### config.mk
export PLATFORM = sky130hd
export DESIGN_NAME = trackball_quaternion_rotation_unit
export DESIGN_NICKNAME = d
export VERILOG_FILES = /design/src/rtl/tqr_pkg.sv /design/src/rtl/tqr_mac.sv /design/src/rtl/tqr_div.sv /design/src/rtl/tqr_sqrt.sv /design/src/rtl/trackball_quaternion_rotation_unit.sv
export SDC_FILE = /design/constraint.sdc
export NUM_CORES = 2
export LEC_CHECK = 0
export ABC_AREA = 1
export BUFFER_PORTS_ARGS = -buffer_cell sky130_fd_sc_hd__clkbuf_2
export CAP_MARGIN = 25
export CORE_AREA = 2 2 485 487
export CTS_CLUSTER_DIAMETER = 120
export DETAILED_ROUTE_END_ITERATION = 8
export DIE_AREA = 0 0 487 489
export GPL_ROUTABILITY_DRIVEN = 0
export PLACE_DENSITY_LB_ADDON = 0.12
export SYNTH_ARGS = -nofsm -noshare
export SYNTH_HDL_FRONTEND = slang
export SYNTH_HIERARCHICAL = 1
export SYNTH_SLANG_ARGS = --single-unit
### constraint.sdc
create_clock -name clk -period 9.75 [get_ports clk]
set_input_delay 0.4875 -clock clk [delete_from_list [all_inputs] [get_ports clk]]
set_output_delay 0.4875 -clock clk [all_outputs]
set_load 0.01 [all_outputs]
### src/rtl/tqr_pkg.sv
// ----------------------------------------------------------------------------
// tqr_pkg: shared types and constants of the trackball rotation unit
// Register indexes, default widths and the sign table of the quaternion
// product.
// ----------------------------------------------------------------------------
package tqr_pkg;

  localparam int COORD_BITS_DEF = 12;
  localparam int FRAC_BITS_DEF  = 16;
  localparam int REG_BITS       = 13;
  localparam int IDX_BITS       = 1;

  localparam logic [IDX_BITS-1:0] REG_SCREEN_WIDTH  = 1'b0;
  localparam logic [IDX_BITS-1:0] REG_SCREEN_HEIGHT = 1'b1;

  localparam logic [REG_BITS-1:0] DIM_RESET = 13'd720;

  // control word of the shared multiply-accumulate unit
  typedef struct packed {
    logic clr;
    logic issue;
    logic neg;
  } mac_ctl_t;

  // term k of component c of r*o uses o[c^k]; this gives its sign
  function automatic logic pq_neg(input logic [1:0] c, input logic [1:0] k);
    logic n;
    case (c)
      2'd0:    n = (k != 2'd0);
      2'd1:    n = (k == 2'd3);
      2'd2:    n = (k == 2'd1);
      default: n = (k == 2'd2);
    endcase
    return n;
  endfunction

endpackage

### src/rtl/tqr_mac.sv
// ----------------------------------------------------------------------------
// tqr_mac: shared multiply-accumulate unit
// One signed multiply per cycle into a product register, summed into the
// accumulator on the following cycle.
// ----------------------------------------------------------------------------
module tqr_mac #(
  parameter int FRAC_BITS = tqr_pkg::FRAC_BITS_DEF
) (
  input  logic                         clk,
  input  logic                         rst,
  input  tqr_pkg::mac_ctl_t            ctl,
  input  logic signed [FRAC_BITS+3:0]  a,
  input  logic signed [FRAC_BITS+3:0]  b,
  input  logic signed [2*FRAC_BITS+9:0] init,
  output logic signed [2*FRAC_BITS+9:0] acc
);

  localparam int DW = FRAC_BITS + 4;
  localparam int AW = 2 * FRAC_BITS + 10;

  logic signed [2*DW-1:0] prod;
  logic                   p_vld;
  logic                   p_neg;

  always_ff @(posedge clk) begin
    if (rst) begin
      p_vld <= 1'b0;
    end else begin
      p_vld <= ctl.issue;
    end
    prod  <= a * b;
    p_neg <= ctl.neg;
    if (ctl.clr) begin
      acc <= init;
    end else if (p_vld) begin
      acc <= p_neg ? acc - AW'(prod) : acc + AW'(prod);
    end
  end

endmodule

### src/rtl/tqr_div.sv
// ----------------------------------------------------------------------------
// tqr_div: bit-serial rounding divider
// Divides a sign and magnitude by a positive divisor, one quotient bit per
// cycle, rounding to nearest with ties away from zero.
// ----------------------------------------------------------------------------
module tqr_div #(
  parameter int FRAC_BITS = tqr_pkg::FRAC_BITS_DEF
) (
  input  logic                        clk,
  input  logic                        rst,
  input  logic                        start,
  input  logic                        neg,
  input  logic [2*FRAC_BITS+2:0]      mag,
  input  logic [FRAC_BITS+2:0]        den,
  output logic                        done,
  output logic signed [FRAC_BITS+3:0] quot
);

  localparam int NW  = 2 * FRAC_BITS + 3;
  localparam int NI  = NW + 1;
  localparam int DVW = FRAC_BITS + 3;
  localparam int DW  = FRAC_BITS + 4;
  localparam int CW  = $clog2(NI + 1);

  logic [NI-1:0]  dq;
  logic [DVW-1:0] dv;
  logic [DVW-1:0] rem;
  logic [DVW:0]   rem_sh;
  logic [DVW:0]   rem_sub;
  logic           fits;
  logic           sg;
  logic [CW-1:0]  cnt;
  logic           run;

  assign rem_sh  = {rem, dq[NI-1]};
  assign fits    = rem_sh >= {1'b0, dv};
  assign rem_sub = rem_sh - {1'b0, dv};
  assign quot    = sg ? -DW'(dq) : DW'(dq);

  always_ff @(posedge clk) begin
    if (rst) begin
      run  <= 1'b0;
      done <= 1'b0;
      cnt  <= '0;
    end else begin
      done <= 1'b0;
      if (start) begin
        // add half the divisor first so the floor quotient rounds
        dq  <= NI'(mag) + NI'(den >> 1);
        dv  <= den;
        rem <= '0;
        sg  <= neg;
        cnt <= CW'(NI);
        run <= 1'b1;
      end else if (run) begin
        rem <= fits ? rem_sub[DVW-1:0] : rem_sh[DVW-1:0];
        dq  <= {dq[NI-2:0], fits};
        cnt <= cnt - 1'b1;
        if (cnt == CW'(1)) begin
          run  <= 1'b0;
          done <= 1'b1;
        end
      end
    end
  end

endmodule

### src/rtl/tqr_sqrt.sv
// ----------------------------------------------------------------------------
// tqr_sqrt: bit-serial integer square root
// Floor square root, one result bit per cycle.
// ----------------------------------------------------------------------------
module tqr_sqrt #(
  parameter int FRAC_BITS = tqr_pkg::FRAC_BITS_DEF
) (
  input  logic                    clk,
  input  logic                    rst,
  input  logic                    start,
  input  logic [2*FRAC_BITS+5:0]  rad_in,
  output logic                    done,
  output logic [FRAC_BITS+2:0]    root
);

  localparam int SW = 2 * FRAC_BITS + 6;
  localparam int HS = SW / 2;
  localparam int RW = FRAC_BITS + 6;
  localparam int CW = $clog2(HS + 1);

  logic [SW-1:0] rad;
  logic [RW-1:0] rem;
  logic [RW-1:0] rem_sh;
  logic [RW-1:0] trial;
  logic          fits;
  logic [CW-1:0] cnt;
  logic          run;

  assign rem_sh = {rem[RW-3:0], rad[SW-1:SW-2]};
  assign trial  = RW'({root, 2'b01});
  assign fits   = rem_sh >= trial;

  always_ff @(posedge clk) begin
    if (rst) begin
      run  <= 1'b0;
      done <= 1'b0;
      cnt  <= '0;
    end else begin
      done <= 1'b0;
      if (start) begin
        rad  <= rad_in;
        rem  <= '0;
        root <= '0;
        cnt  <= CW'(HS);
        run  <= 1'b1;
      end else if (run) begin
        rem  <= fits ? rem_sh - trial : rem_sh;
        root <= {root[HS-2:0], fits};
        rad  <= rad << 2;
        cnt  <= cnt - 1'b1;
        if (cnt == CW'(1)) begin
          run  <= 1'b0;
          done <= 1'b1;
        end
      end
    end
  end

endmodule

### src/rtl/trackball_quaternion_rotation_unit.sv
// Press word: result in the cycle after acceptance. Move word: the result waits
// on the bit-serial divider (up to 16 divisions) and the square-root unit.
// One word at a time; the input stalls from acceptance until the result is taken.
// Reset: window 720x720, stored position zero, orientation identity.
// ----------------------------------------------------------------------------
// trackball_quaternion_rotation_unit: virtual trackball in fixed point
// A sequencer drives one multiply-accumulate, one divider and one square-root
// unit through the sphere lift, rotation quaternion and orientation update.
// ----------------------------------------------------------------------------
module trackball_quaternion_rotation_unit #(
  parameter int COORD_BITS = tqr_pkg::COORD_BITS_DEF,
  parameter int FRAC_BITS  = tqr_pkg::FRAC_BITS_DEF
) (
  input  logic                                clk,
  input  logic                                rst,
  input  logic                                cfg_we,
  input  logic [tqr_pkg::IDX_BITS-1:0]        cfg_index,
  input  logic [tqr_pkg::REG_BITS-1:0]        cfg_data,
  input  logic                                in_valid,
  output logic                                in_stall,
  input  logic                                req_type,
  input  logic [COORD_BITS-1:0]               pointer_x,
  input  logic [COORD_BITS-1:0]               pointer_y,
  output logic                                out_valid,
  input  logic                                out_stall,
  output logic signed [FRAC_BITS+1:0]         rot_w,
  output logic signed [FRAC_BITS+1:0]         rot_x,
  output logic signed [FRAC_BITS+1:0]         rot_y,
  output logic signed [FRAC_BITS+1:0]         rot_z,
  output logic                                degenerate
);

  localparam int RB  = tqr_pkg::REG_BITS;
  localparam int DW  = FRAC_BITS + 4;
  localparam int AW  = 2 * FRAC_BITS + 10;
  localparam int NW  = 2 * FRAC_BITS + 3;
  localparam int DVW = FRAC_BITS + 3;
  localparam int SW  = 2 * FRAC_BITS + 6;
  localparam int RTW = FRAC_BITS + 3;
  localparam int OW  = FRAC_BITS + 2;
  localparam int PW  = (COORD_BITS > RB) ? COORD_BITS : RB;

  localparam logic signed [AW-1:0] ONE2  = AW'(1) << (2 * FRAC_BITS);
  localparam logic [AW-1:0]        HALF  = AW'(1) << (FRAC_BITS - 1);
  localparam logic signed [DW-1:0] ONE_D = DW'(1) << FRAC_BITS;
  localparam logic signed [OW-1:0] ONE_O = OW'(1) << FRAC_BITS;

  typedef enum logic [13:0] {
    S_IDLE = 14'b00000000000001,
    S_LX   = 14'b00000000000010,
    S_LY   = 14'b00000000000100,
    S_LD   = 14'b00000000001000,
    S_LSQ  = 14'b00000000010000,
    S_LDX  = 14'b00000000100000,
    S_LDY  = 14'b00000001000000,
    S_RMAC = 14'b00000010000000,
    S_NMAC = 14'b00000100000000,
    S_NSQ  = 14'b00001000000000,
    S_NDIV = 14'b00010000000000,
    S_PMAC = 14'b00100000000000,
    S_ORI  = 14'b01000000000000,
    S_OUT  = 14'b10000000000000
  } state_t;

  state_t state;

  logic [RB-1:0]         cfg_w, cfg_h, w_q, h_q;
  logic [COORD_BITS-1:0] last_px, last_py;
  logic [RB-1:0]         opx, opy, cpx, cpy;
  logic                  pt, big, nf, launched, degen_r;
  logic [1:0]            ci;
  logic [2:0]            kcnt;
  logic signed [DW-1:0]  x_r, y_r;
  logic [RTW-1:0]        nn;
  logic signed [DW-1:0]  uu [3];
  logic signed [DW-1:0]  vv [3];
  logic signed [DW-1:0]  q  [4];
  logic signed [DW-1:0]  p  [3];
  logic signed [OW-1:0]  o  [4];

  // window size and clamped positions
  logic [RB-1:0] w_eff, h_eff;
  logic [PW-1:0] nx_pw, ny_pw, ox_pw, oy_pw;

  assign w_eff = (cfg_w == '0) ? RB'(1) : cfg_w;
  assign h_eff = (cfg_h == '0) ? RB'(1) : cfg_h;
  assign nx_pw = (PW'(pointer_x) > PW'(w_eff)) ? PW'(w_eff) : PW'(pointer_x);
  assign ny_pw = (PW'(pointer_y) > PW'(h_eff)) ? PW'(h_eff) : PW'(pointer_y);
  assign ox_pw = (PW'(last_px) > PW'(w_eff)) ? PW'(w_eff) : PW'(last_px);
  assign oy_pw = (PW'(last_py) > PW'(h_eff)) ? PW'(h_eff) : PW'(last_py);

  // lift numerators (2px - w) and (h - 2py) as sign and magnitude
  logic [RB:0] sx2, sy2, wq1, hq1, lx_mag, ly_mag;
  logic        lx_neg, ly_neg;

  assign sx2    = {pt ? cpx : opx, 1'b0};
  assign sy2    = {pt ? cpy : opy, 1'b0};
  assign wq1    = {1'b0, w_q};
  assign hq1    = {1'b0, h_q};
  assign lx_neg = sx2 < wq1;
  assign ly_neg = sy2 > hq1;
  assign lx_mag = lx_neg ? wq1 - sx2 : sx2 - wq1;
  assign ly_mag = ly_neg ? sy2 - hq1 : hq1 - sy2;

  function automatic logic [DW-1:0] abs_d(input logic signed [DW-1:0] v);
    return v[DW-1] ? DW'(-v) : DW'(v);
  endfunction

  function automatic logic signed [DW-1:0] rnd_q(input logic signed [AW-1:0] v);
    logic [AW-1:0] m;
    logic [AW-1:0] r;
    m = v[AW-1] ? AW'(-v) : AW'(v);
    r = (m + HALF) >> FRAC_BITS;
    return v[AW-1] ? -DW'(r) : DW'(r);
  endfunction

  function automatic logic signed [OW-1:0] clamp_o(input logic signed [DW-1:0] v);
    logic signed [OW-1:0] c;
    if (v > ONE_D) begin
      c = ONE_O;
    end else if (v < -ONE_D) begin
      c = -ONE_O;
    end else begin
      c = v[OW-1:0];
    end
    return c;
  endfunction

  // shared multiply-accumulate
  tqr_pkg::mac_ctl_t    mac_ctl;
  logic signed [DW-1:0] mac_a, mac_b;
  logic signed [AW-1:0] mac_init, acc;
  logic [2:0]           mac_n;
  logic                 mac_st, mac_fin;
  logic [1:0]           kk;

  assign kk      = kcnt[1:0];
  assign mac_st  = (state == S_LD) || (state == S_RMAC) || (state == S_NMAC) ||
                   (state == S_PMAC);
  assign mac_fin = mac_st && (kcnt == mac_n + 3'd1);

  always_comb begin
    mac_a    = q[kk];
    mac_b    = q[kk];
    mac_ctl.neg = 1'b0;
    mac_n    = 3'd4;
    mac_init = '0;
    case (state)
      S_LD: begin
        mac_a = kcnt[0] ? y_r : x_r;
        mac_b = kcnt[0] ? y_r : x_r;
        mac_n = 3'd2;
      end
      S_RMAC: begin
        case (ci)
          2'd0: begin
            mac_n    = 3'd3;
            mac_init = ONE2;
            case (kk)
              2'd0:    begin mac_a = uu[0]; mac_b = vv[0]; end
              2'd1:    begin mac_a = uu[1]; mac_b = vv[1]; end
              default: begin mac_a = uu[2]; mac_b = vv[2]; end
            endcase
          end
          2'd1: begin
            mac_n = 3'd2;
            mac_ctl.neg = (kk != 2'd0);
            mac_a = (kk == 2'd0) ? uu[1] : uu[2];
            mac_b = (kk == 2'd0) ? vv[2] : vv[1];
          end
          2'd2: begin
            mac_n = 3'd2;
            mac_ctl.neg = (kk != 2'd0);
            mac_a = (kk == 2'd0) ? uu[2] : uu[0];
            mac_b = (kk == 2'd0) ? vv[0] : vv[2];
          end
          default: begin
            mac_n = 3'd2;
            mac_ctl.neg = (kk != 2'd0);
            mac_a = (kk == 2'd0) ? uu[0] : uu[1];
            mac_b = (kk == 2'd0) ? vv[1] : vv[0];
          end
        endcase
      end
      S_PMAC: begin
        mac_a = q[kk];
        mac_b = DW'(o[ci ^ kk]);
        mac_ctl.neg = tqr_pkg::pq_neg(ci, kk);
      end
      default: ;
    endcase
    mac_ctl.clr   = mac_st && (kcnt == 3'd0);
    mac_ctl.issue = mac_st && (kcnt < mac_n);
  end

  tqr_mac #(.FRAC_BITS(FRAC_BITS)) u_mac (
    .clk  (clk),
    .rst  (rst),
    .ctl  (mac_ctl),
    .a    (mac_a),
    .b    (mac_b),
    .init (mac_init),
    .acc  (acc)
  );

  // shared divider
  logic                 div_st, div_start, div_done, div_neg;
  logic [NW-1:0]        div_mag;
  logic [DVW-1:0]       div_den;
  logic signed [DW-1:0] quot;

  assign div_st    = (state == S_LX) || (state == S_LY) || (state == S_LDX) ||
                     (state == S_LDY) || (state == S_NDIV);
  assign div_start = div_st && !launched;

  always_comb begin
    div_neg = 1'b0;
    div_mag = '0;
    div_den = DVW'(1);
    case (state)
      S_LX: begin
        div_neg = lx_neg;
        div_mag = NW'(lx_mag) << FRAC_BITS;
        div_den = DVW'(w_q);
      end
      S_LY: begin
        div_neg = ly_neg;
        div_mag = NW'(ly_mag) << FRAC_BITS;
        div_den = DVW'(h_q);
      end
      S_LDX: begin
        div_neg = x_r[DW-1];
        div_mag = NW'(abs_d(x_r)) << FRAC_BITS;
        div_den = nn;
      end
      S_LDY: begin
        div_neg = y_r[DW-1];
        div_mag = NW'(abs_d(y_r)) << FRAC_BITS;
        div_den = nn;
      end
      S_NDIV: begin
        div_neg = q[ci][DW-1];
        div_mag = NW'(abs_d(q[ci])) << FRAC_BITS;
        div_den = nn;
      end
      default: ;
    endcase
  end

  tqr_div #(.FRAC_BITS(FRAC_BITS)) u_div (
    .clk   (clk),
    .rst   (rst),
    .start (div_start),
    .neg   (div_neg),
    .mag   (div_mag),
    .den   (div_den),
    .done  (div_done),
    .quot  (quot)
  );

  // shared square root
  logic             sq_start, sq_done;
  logic [SW-1:0]    sq_rad;
  logic [RTW-1:0]   root;
  logic signed [AW-1:0] one2_d;

  assign one2_d   = ONE2 - acc;
  assign sq_start = ((state == S_LSQ) || (state == S_NSQ)) && !launched;
  assign sq_rad   = ((state == S_LSQ) && !big) ? one2_d[SW-1:0] : acc[SW-1:0];

  tqr_sqrt #(.FRAC_BITS(FRAC_BITS)) u_sqrt (
    .clk    (clk),
    .rst    (rst),
    .start  (sq_start),
    .rad_in (sq_rad),
    .done   (sq_done),
    .root   (root)
  );

  assign in_stall   = (state != S_IDLE);
  assign out_valid  = (state == S_OUT);
  assign rot_w      = o[0];
  assign rot_x      = o[1];
  assign rot_y      = o[2];
  assign rot_z      = o[3];
  assign degenerate = degen_r;

  always_ff @(posedge clk) begin
    if (rst) begin
      state    <= S_IDLE;
      cfg_w    <= tqr_pkg::DIM_RESET;
      cfg_h    <= tqr_pkg::DIM_RESET;
      last_px  <= '0;
      last_py  <= '0;
      o[0]     <= ONE_O;
      o[1]     <= '0;
      o[2]     <= '0;
      o[3]     <= '0;
      launched <= 1'b0;
      kcnt     <= '0;
      ci       <= '0;
      pt       <= 1'b0;
      nf       <= 1'b0;
      big      <= 1'b0;
      degen_r  <= 1'b0;
    end else begin
      if (cfg_we) begin
        case (cfg_index)
          tqr_pkg::REG_SCREEN_WIDTH:  cfg_w <= cfg_data;
          tqr_pkg::REG_SCREEN_HEIGHT: cfg_h <= cfg_data;
          default: ;
        endcase
      end

      if (div_start || sq_start) begin
        launched <= 1'b1;
      end else if (div_done || sq_done) begin
        launched <= 1'b0;
      end

      if (mac_st) begin
        kcnt <= mac_fin ? 3'd0 : kcnt + 3'd1;
      end

      case (state)
        S_IDLE: begin
          if (in_valid) begin
            last_px <= COORD_BITS'(nx_pw);
            last_py <= COORD_BITS'(ny_pw);
            degen_r <= 1'b0;
            w_q     <= w_eff;
            h_q     <= h_eff;
            cpx     <= nx_pw[RB-1:0];
            cpy     <= ny_pw[RB-1:0];
            opx     <= ox_pw[RB-1:0];
            opy     <= oy_pw[RB-1:0];
            pt      <= 1'b0;
            state   <= req_type ? S_LX : S_OUT;
          end
        end
        S_LX: begin
          if (div_done) begin
            x_r   <= quot;
            state <= S_LY;
          end
        end
        S_LY: begin
          if (div_done) begin
            y_r   <= quot;
            state <= S_LD;
          end
        end
        S_LD: begin
          if (mac_fin) begin
            big   <= acc > ONE2;
            state <= S_LSQ;
          end
        end
        S_LSQ: begin
          if (sq_done) begin
            if (big) begin
              nn    <= root;
              state <= S_LDX;
            end else begin
              if (pt) begin
                vv[0] <= x_r; vv[1] <= y_r; vv[2] <= DW'(root);
              end else begin
                uu[0] <= x_r; uu[1] <= y_r; uu[2] <= DW'(root);
              end
              pt    <= 1'b1;
              ci    <= 2'd0;
              state <= pt ? S_RMAC : S_LX;
            end
          end
        end
        S_LDX: begin
          if (div_done) begin
            if (pt) vv[0] <= quot; else uu[0] <= quot;
            state <= S_LDY;
          end
        end
        S_LDY: begin
          if (div_done) begin
            if (pt) begin
              vv[1] <= quot; vv[2] <= '0;
            end else begin
              uu[1] <= quot; uu[2] <= '0;
            end
            pt    <= 1'b1;
            ci    <= 2'd0;
            state <= pt ? S_RMAC : S_LX;
          end
        end
        S_RMAC: begin
          if (mac_fin) begin
            q[ci] <= rnd_q(acc);
            ci    <= ci + 2'd1;
            if (ci == 2'd3) begin
              nf    <= 1'b0;
              state <= S_NMAC;
            end
          end
        end
        S_NMAC: begin
          if (mac_fin) begin
            if (acc == '0) begin
              // zero length: keep orientation
              degen_r <= !nf;
              state   <= S_OUT;
            end else begin
              state <= S_NSQ;
            end
          end
        end
        S_NSQ: begin
          if (sq_done) begin
            if (root == '0) begin
              degen_r <= !nf;
              state   <= S_OUT;
            end else begin
              nn    <= root;
              ci    <= 2'd0;
              state <= S_NDIV;
            end
          end
        end
        S_NDIV: begin
          if (div_done) begin
            q[ci] <= quot;
            ci    <= ci + 2'd1;
            if (ci == 2'd3) begin
              state <= nf ? S_ORI : S_PMAC;
            end
          end
        end
        S_PMAC: begin
          if (mac_fin) begin
            ci <= ci + 2'd1;
            if (ci == 2'd3) begin
              // r is no longer needed: move the product into q
              q[0]  <= p[0];
              q[1]  <= p[1];
              q[2]  <= p[2];
              q[3]  <= rnd_q(acc);
              nf    <= 1'b1;
              state <= S_NMAC;
            end else begin
              p[ci] <= rnd_q(acc);
            end
          end
        end
        S_ORI: begin
          o[0]  <= clamp_o(q[0]);
          o[1]  <= clamp_o(q[1]);
          o[2]  <= clamp_o(q[2]);
          o[3]  <= clamp_o(q[3]);
          state <= S_OUT;
        end
        S_OUT: begin
          if (!out_stall) begin
            state <= S_IDLE;
          end
        end
        default: state <= S_IDLE;
      endcase
    end
  end

  a_accept_busy: assert property (@(posedge clk) disable iff (rst)
    in_valid && !in_stall |=> in_stall)
    else $error("block took a word while still busy");

  a_rot_range: assert property (@(posedge clk) disable iff (rst)
    rot_w <= ONE_O && rot_w >= -ONE_O && rot_x <= ONE_O && rot_x >= -ONE_O &&
    rot_y <= ONE_O && rot_y >= -ONE_O && rot_z <= ONE_O && rot_z >= -ONE_O)
    else $error("orientation component out of range");

  a_div_owner: assert property (@(posedge clk) disable iff (rst)
    div_done |-> div_st && launched)
    else $error("divider finished outside a divide step");

  a_sqrt_owner: assert property (@(posedge clk) disable iff (rst)
    sq_done |-> ((state == S_LSQ) || (state == S_NSQ)) && launched)
    else $error("square root finished outside a root step");

  a_press_flag: assert property (@(posedge clk) disable iff (rst)
    in_valid && !in_stall && !req_type |=> out_valid && !degenerate)
    else $error("press word did not return at once with a clear flag");

endmodule
Word-level counts from Yosys, hierarchy flattened --
Memories as Yosys holds them, arrays and structs flattened. A register that Yosys moved wholly into a read port is not among the register bits. Index checks and enable logic that the tools add are counted.
Storage, ports and cells: flip-flop bits (word level) 462, bits in latches 0, bits in writable memories 332, bits in read-only memories 0, bits of input ports 44, output and inout port bits 75, word-level logic and storage cells 411, memories 5
Memories:
- q | depth 4, bits a word 20, read ports 6, clocked after Yosys merged registers in 2, wr ports 4, RTL line trackball_quaternion_rotation_unit.sv:77 | logic signed [DW-1:0] q [4];
- o | depth 4, bits a word 18, read ports 5, clocked after Yosys merged registers in 0, wr ports 4, RTL line trackball_quaternion_rotation_unit.sv:79 | logic signed [OW-1:0] o [4];
- p | depth 3, bits a word 20, read ports 3, clocked after Yosys merged registers in 0, wr ports 1, RTL line trackball_quaternion_rotation_unit.sv:78 | logic signed [DW-1:0] p [3];
- uu | depth 3, bits a word 20, read ports 3, clocked after Yosys merged registers in 0, wr ports 3, RTL line trackball_quaternion_rotation_unit.sv:75 | logic signed [DW-1:0] uu [3];
- vv | depth 3, bits a word 20, read ports 3, clocked after Yosys merged registers in 0, wr ports 3, RTL line trackball_quaternion_rotation_unit.sv:76 | logic signed [DW-1:0] vv [3];
Operators by class: $add $sub $neg 22, multiply operators 1, divide/modulo/power cells 0, $lt $le $gt $ge 18, eq/ne operators 47, shift-type cells 0, multiplexer cells 199, bitwise operators 16, reductions and logical operators 59
Operators with widths (number):
- 2-to-1 mux 20 bit | 19
- 2-to-1 mux 18 bit | 20
- 2-to-1 mux 14 bit | 19
- 2-to-1 mux 19 bit | 10
- one-hot mux 14 bit (13 select lines) | 1
- one-hot mux 20 bit (3 select lines) | 3
- one-hot mux 35 bit (5 select lines) | 1
- 2-to-1 mux 42 bit | 3
- one-hot mux 20 bit (2 select lines) | 3
- 2-to-1 mux 38 bit | 3
- 2-to-1 mux 36 bit | 3
- > comparator 20 x 18 -> 1 bit, second input constant | 4
- less-than comparator 20 x 17 -> 1 bit, second input constant | 4
- 2-to-1 mux 1 bit | 74
- 2-to-1 mux 33 bit | 2
- 2-to-1 mux 13 bit | 5
- negator 19 bit | 3
- one-hot mux 19 bit (3 select lines) | 1
- > comparator 12 x 13 -> 1 bit | 4
- 2-to-1 mux 12 bit | 4
- adder 42 x 40 -> 42 bit | 1
- > comparator 42 x 34 -> 1 bit, second input constant | 1
- logical NOT 42 bit | 1
- subtractor 42 x 40 -> 42 bit | 1
- other kinds (74) | 172

Depth between registers and ports, before layout --
depth after elaboration 12, gate-level depth with buffers 41

Hierarchy --
Netlist, hierarchy kept.
Modules (own cells, without submodules):
- trackball_quaternion_rotation_unit | instances 1, cells an instance 4367, area an instance 34449.3 sq um, sequential area each 15584.9 sq um
- tqr_mac | instances 1, cells an instance 3338, area an instance 23600.1 sq um, sequential area each 2102.0 sq um
- tqr_div | instances 1, cells an instance 938, area an instance 6670.1 sq um, sequential area each 2412.3 sq um
- tqr_sqrt | instances 1, cells an instance 610, area an instance 4877.2 sq um, sequential area each 2452.4 sq um

Least setup slack after synthesis --
No wires, ideal clock.
kind register -> register, from reg kcnt[0], to reg u_mac.prod[39], library setup time 0.119 ns, arrival time 8.315 ns, path slack 1.316 ns, cell stages (with the launch flop) 36, path buffers 4, clock period less this slack 8.434 ns, cells stage by stage dfxtp_1 clkinv_1 clkbuf_1 ha_1 clkbuf_1 nor2_1 a221oi_1 clkinv_1 clkbuf_1 nand2_1 nand3_1 nand3_1 o2111ai_1 clkbuf_1 nand2_1 inv_1 fa_1 fa_1 inv_1 fa_1 inv_1 fa_1 inv_1 fa_1 fa_1 inv_1 fa_1 ha_1 inv_1 o21ai_0 o21ai_0 nand3_1 a21oi_1 nand2_1 o21ai_0 nand2_1
Between the ends: longest elaborated chain between the ends 5, elaborated cells on any way between the ends 18, classes of those cells mul (1); eq/ne (1); mux (13); bitwise (1); reduce/logical (1); memory (1)
Ends and longest elaborated chain:
- from (decl) | RTL line trackball_quaternion_rotation_unit.sv:72 | logic [2:0] kcnt;
- from (signal assigned) | RTL line trackball_quaternion_rotation_unit.sv:322 | kcnt <= mac_fin ? 3'd0 : kcnt + 3'd1;
- equality test 2 x 1 -> 1 bit or logical NOT 2 bit (tied branches) | RTL line trackball_quaternion_rotation_unit.sv:159, trackball_quaternion_rotation_unit.sv:169, trackball_quaternion_rotation_unit.sv:175
- one-hot mux 20 bit (2 select lines), or another cell as far along | RTL line trackball_quaternion_rotation_unit.sv:159 | case (kk)
- one-hot mux 20 bit (3 select lines) | RTL line trackball_quaternion_rotation_unit.sv:155 | case (ci)
- one-hot mux 20 bit (3 select lines) (*) | RTL line trackball_quaternion_rotation_unit.sv:148 | case (state)
- via mac_b[3] | RTL line trackball_quaternion_rotation_unit.sv:131 | logic signed [DW-1:0] mac_a, mac_b;
- multiplier 20 x 20 -> 40 bit (*) | RTL line tqr_mac.sv:31 | prod <= a * b;
- to (signal assigned) | RTL line tqr_mac.sv:31
- to (decl) | RTL line tqr_mac.sv:21 | logic signed [2*DW-1:0] prod;
Mark *: on every way through the listed nets, which the timed path passes. The rest lies on a longest branch. A chain may end at the register's enable or synchronous reset.

Worst setup path in the final report --
from reg ci[1], to reg u_mac.prod[38]
Between the ends: longest elaborated chain between the ends 4, elaborated cells on any way between the ends 10, classes of those cells mul (1); eq/ne (2); mux (4); bitwise (1); reduce/logical (1); memory (1)
Ends and longest elaborated chain:
- from (decl) | RTL line trackball_quaternion_rotation_unit.sv:71 | logic [1:0] ci;
- from (signal assigned) | RTL line trackball_quaternion_rotation_unit.sv:397 | ci <= ci + 2'd1;
- from (signal assigned) | RTL line trackball_quaternion_rotation_unit.sv:430 | ci <= ci + 2'd1;
- from (signal assigned) | RTL line trackball_quaternion_rotation_unit.sv:438 | ci <= ci + 2'd1;
- XOR 2 bit, or another cell as far along | RTL line trackball_quaternion_rotation_unit.sv:187 | mac_b = DW'(o[ci ^ kk]);
- memory (4 x 18 bit) or one-hot mux 20 bit (3 select lines) (tied branches)
- one-hot mux 20 bit (3 select lines) (*) | RTL line trackball_quaternion_rotation_unit.sv:148
- via mac_b[15] | RTL line trackball_quaternion_rotation_unit.sv:131
- multiplier 20 x 20 -> 40 bit (*) | RTL line tqr_mac.sv:31
Marked as above.

==> results.cfg <==
[timing]
slew-limit-headroom_pct = 7.262
tns_ns = 0
final_hold_viol_count = 0
tightest_slew_ns = 1.391
finalSetupViolCount = 0
fin_skew_ns = 0.04243
drv_slew = 0
min_period_over_period_pct = 94.68
fmaxAchievable_ghz = 0.1083
fin_crit_ns = 9.231
rsz0062_at_grt = false

[synth]
synth_top_area_share_pct = 28.52
netlist_area_um2 = 69600
synth_most_common_cell = nand2_1
seq_area_frac_synth_pct = 32.40
synthTopCellsByCount = nand2_1, inv_1, nor2_1
async_flop_share_pct = 0
ys_types = 79
ys_top_cells_by_area = edfxtp_1, nand2_1, fa_1, inv_1, ha_1
yosys.area.top_type = edfxtp_1
yosysWarnings = 6
netlist_instances = 9253
synth-seq-cells = 796
synth-edff-count = 661
synth_area_per_cell_um2 = 7.522
synth_flop_cell = edfxtp_1

[global_routing]
use_met3_pct = 3.673
grt.busiest_layer = met2
grt_util_all_layers_pct = 23.07
use_met2_pct = 37.00
antenna_found_initial = 13
grt_pass1_vias = 60250
grt_pass1_wl_um = 409500
grt_start_max_net_pins = 79
grt_overflow = 0
met1_usage_pct = 31.99

[clock_network]
clockRootBuffer = clkbuf_16
numCtsBuffers = 103
cts_sinks = 796
h-tree-depth = 3
clk_latency_ns = 0.78
clk_path_buf_depth = 3
post_cts_buffers = 0
cts_tree = built
clk_pin_slew_ns = 0.07

[floorplan]
rows = 178
boundaryPins = 119
die_w_um = 487
die_h_um = 489
die_area_um2 = 238100
core_area_um2 = 233600
start_util_pct = 29.79

[detailed_routing]
wl_per_cell_um = 22.19
vias = 62280
post-route-drc-count = 0
drt_pass1_iterations = 6
vias_per_cell = 4.968
totalWireLength_um = 278200
ant_nets = 0
dr.first_iter.drc_count = 5647

[min_path]
min_path_type = input pin to flip-flop

[place]
hpwl_um = 224800
port_buffers = 118

[finish]
final_nets = 10180
synthToLayoutAreaGrowth_pct = 12.74
final_layout_size_suffix_gt1_share_pct = 8.281

[worst_setup_path]
arrival_ns = 9.89
start_kind = flip-flop
slowest_stage = fa_1
worstSetupPathType = flip-flop to flip-flop
path_max_fanout = 16
end_kind = flip-flop
required_ns = 10.41
critPathMaxStageDelay_ns = 0.58

[run]
maxCapViolations = 0

[outcome]
run_status = completed
[timing repair]
item / CTS / global route
hold endpoints to repair: 1 / 0
hold buffers: 1 / 0
resized for setup: 0 / 0
[path summary, 6_finish.rpt]
| kind | startpoint | slack (ns) | endpoint | cells past startpoint |
|---|---|---|---|---|
| hold reg to reg | cfg_w[6]$_SDFFE_PP1P_ | 0.43 | w_q[6]$_DFFE_PP_ | 0 |
| setup / recovery | ci[1]$_SDFFE_PP0P_ | 0.52 | u_mac/prod[38]$_DFF_P_ | 33 |
| setup reg to reg | ci[1]$_SDFFE_PP0P_ | 0.52 | u_mac/prod[38]$_DFF_P_ | 33 |
| hold / removal | cfg_data[7] | 0.04 | cfg_w[7]$_SDFFE_PP1P_ | 3 |
[final cells by class]
cell class,instances,area (um^2)
clock inverter,73,967.2
sequential,796,22550
clock buffer,119,2668
antenna,9,22.52
inverter,1728,6489
timing repair buffer,292,2018
multi-input combinational,6460,39920
fill,24880,155200
tap,3060,3829
[flip-flops by register name, indices dropped and copies added, names as in the netlist, 14 cells and up, named ones only]
name / count
u_sqrt/root: 19
u_div/rem: 19
u_div/dv: 19
nn: 19
u_sqrt/rad: 38
x_r: 20
u_mac/prod: 40
uu: 59
p: 60
y_r: 20
u_sqrt/rem: 20
o: 72
u_mac/acc: 42
vv: 59
u_div/dq: 36
q: 80
state: 14
[metrics by stage]
| stage | setup slack, ns | area (um^2) | hold slack, ns | std cells | utilization, % |
|---|---|---|---|---|---|
| 2_1_floorplan | 1.316 | 69830 | 0.4422 | 9314 | - |
| 3_3_place_gp | 0.7203 | 74570 | 0.4209 | 12320 | 31.92 |
| 3_5_place_dp | 0.6575 | 74670 | 0.4166 | 12330 | 31.96 |
| 4_1_cts | 0.5938 | 78310 | 0.008080 | 12520 | 33.52 |
| 5_1_grt | 0.06199 | 78450 | 0.02267 | 12530 | 33.58 |
| 6_report | 0.5189 | 78460 | 0.04374 | 12540 | 33.58 |
[logic make-up after synthesis]
kind of cell / Yosys count / synth area share [%]
muxes: 1 / 0.01438
and+or+nand+nor: 4204 / 25.51
buffers and inverters: 2058 / 11.25
other: 1 / 0.005388
xor gates and xnor gates: 164 / 2.085
DFF: 796 / 32.40
AOI/OAI and AO/OA: 1274 / 10.55
adders and majority gates: 755 / 18.18
[layout by cell type (no fill, tap or decap), drive strengths merged, types with 11 or more instances in the layout]
cell and count:
a31oi 24, clkinv 52, nand4 98, o22ai 32, o21ai 553, edfxtp 661
o2111ai 26, o31ai 14, a21o 13, or2 69, buf 172, nand3 470
xor2 113, ha 328, a211oi 27, nand3b 33, conb 62, fa 427
inv 1721, clkbuf 238, nor2 835, clkinvlp 11, o221ai 24, nor3 71
bufinv 17, o311ai 26, xnor2 51, nand2 2569, o21bai 19, and2 11
nor4 35, o211ai 66, dfxtp 135, a21oi 401
[worst max-delay path: cells and delay by family, from the launching register on]
| family | cells | cell delay (ns) |
|---|---|---|
| adder cells (fa/ha/maj) | 9 | 4.30 |
| AO/OA/AOI/OAI | 6 | 1.77 |
| buffers and inverters | 9 | 1.53 |
| AND/OR/NAND/NOR | 9 | 1.01 |
| flip-flops | 1 | 0.50 |
[layer usage]
metal | up-vias | wire (um)
li1 | 29690 | -
met1 | 30050 | 126000
met2 | 2159 | 125200
met3 | 378 | 18140
met4 | 6 | 8891
met5 | - | 45
Power is not shown: default switching activity piles up to over one toggle a cycle in this logic, so the estimate is an artifact.
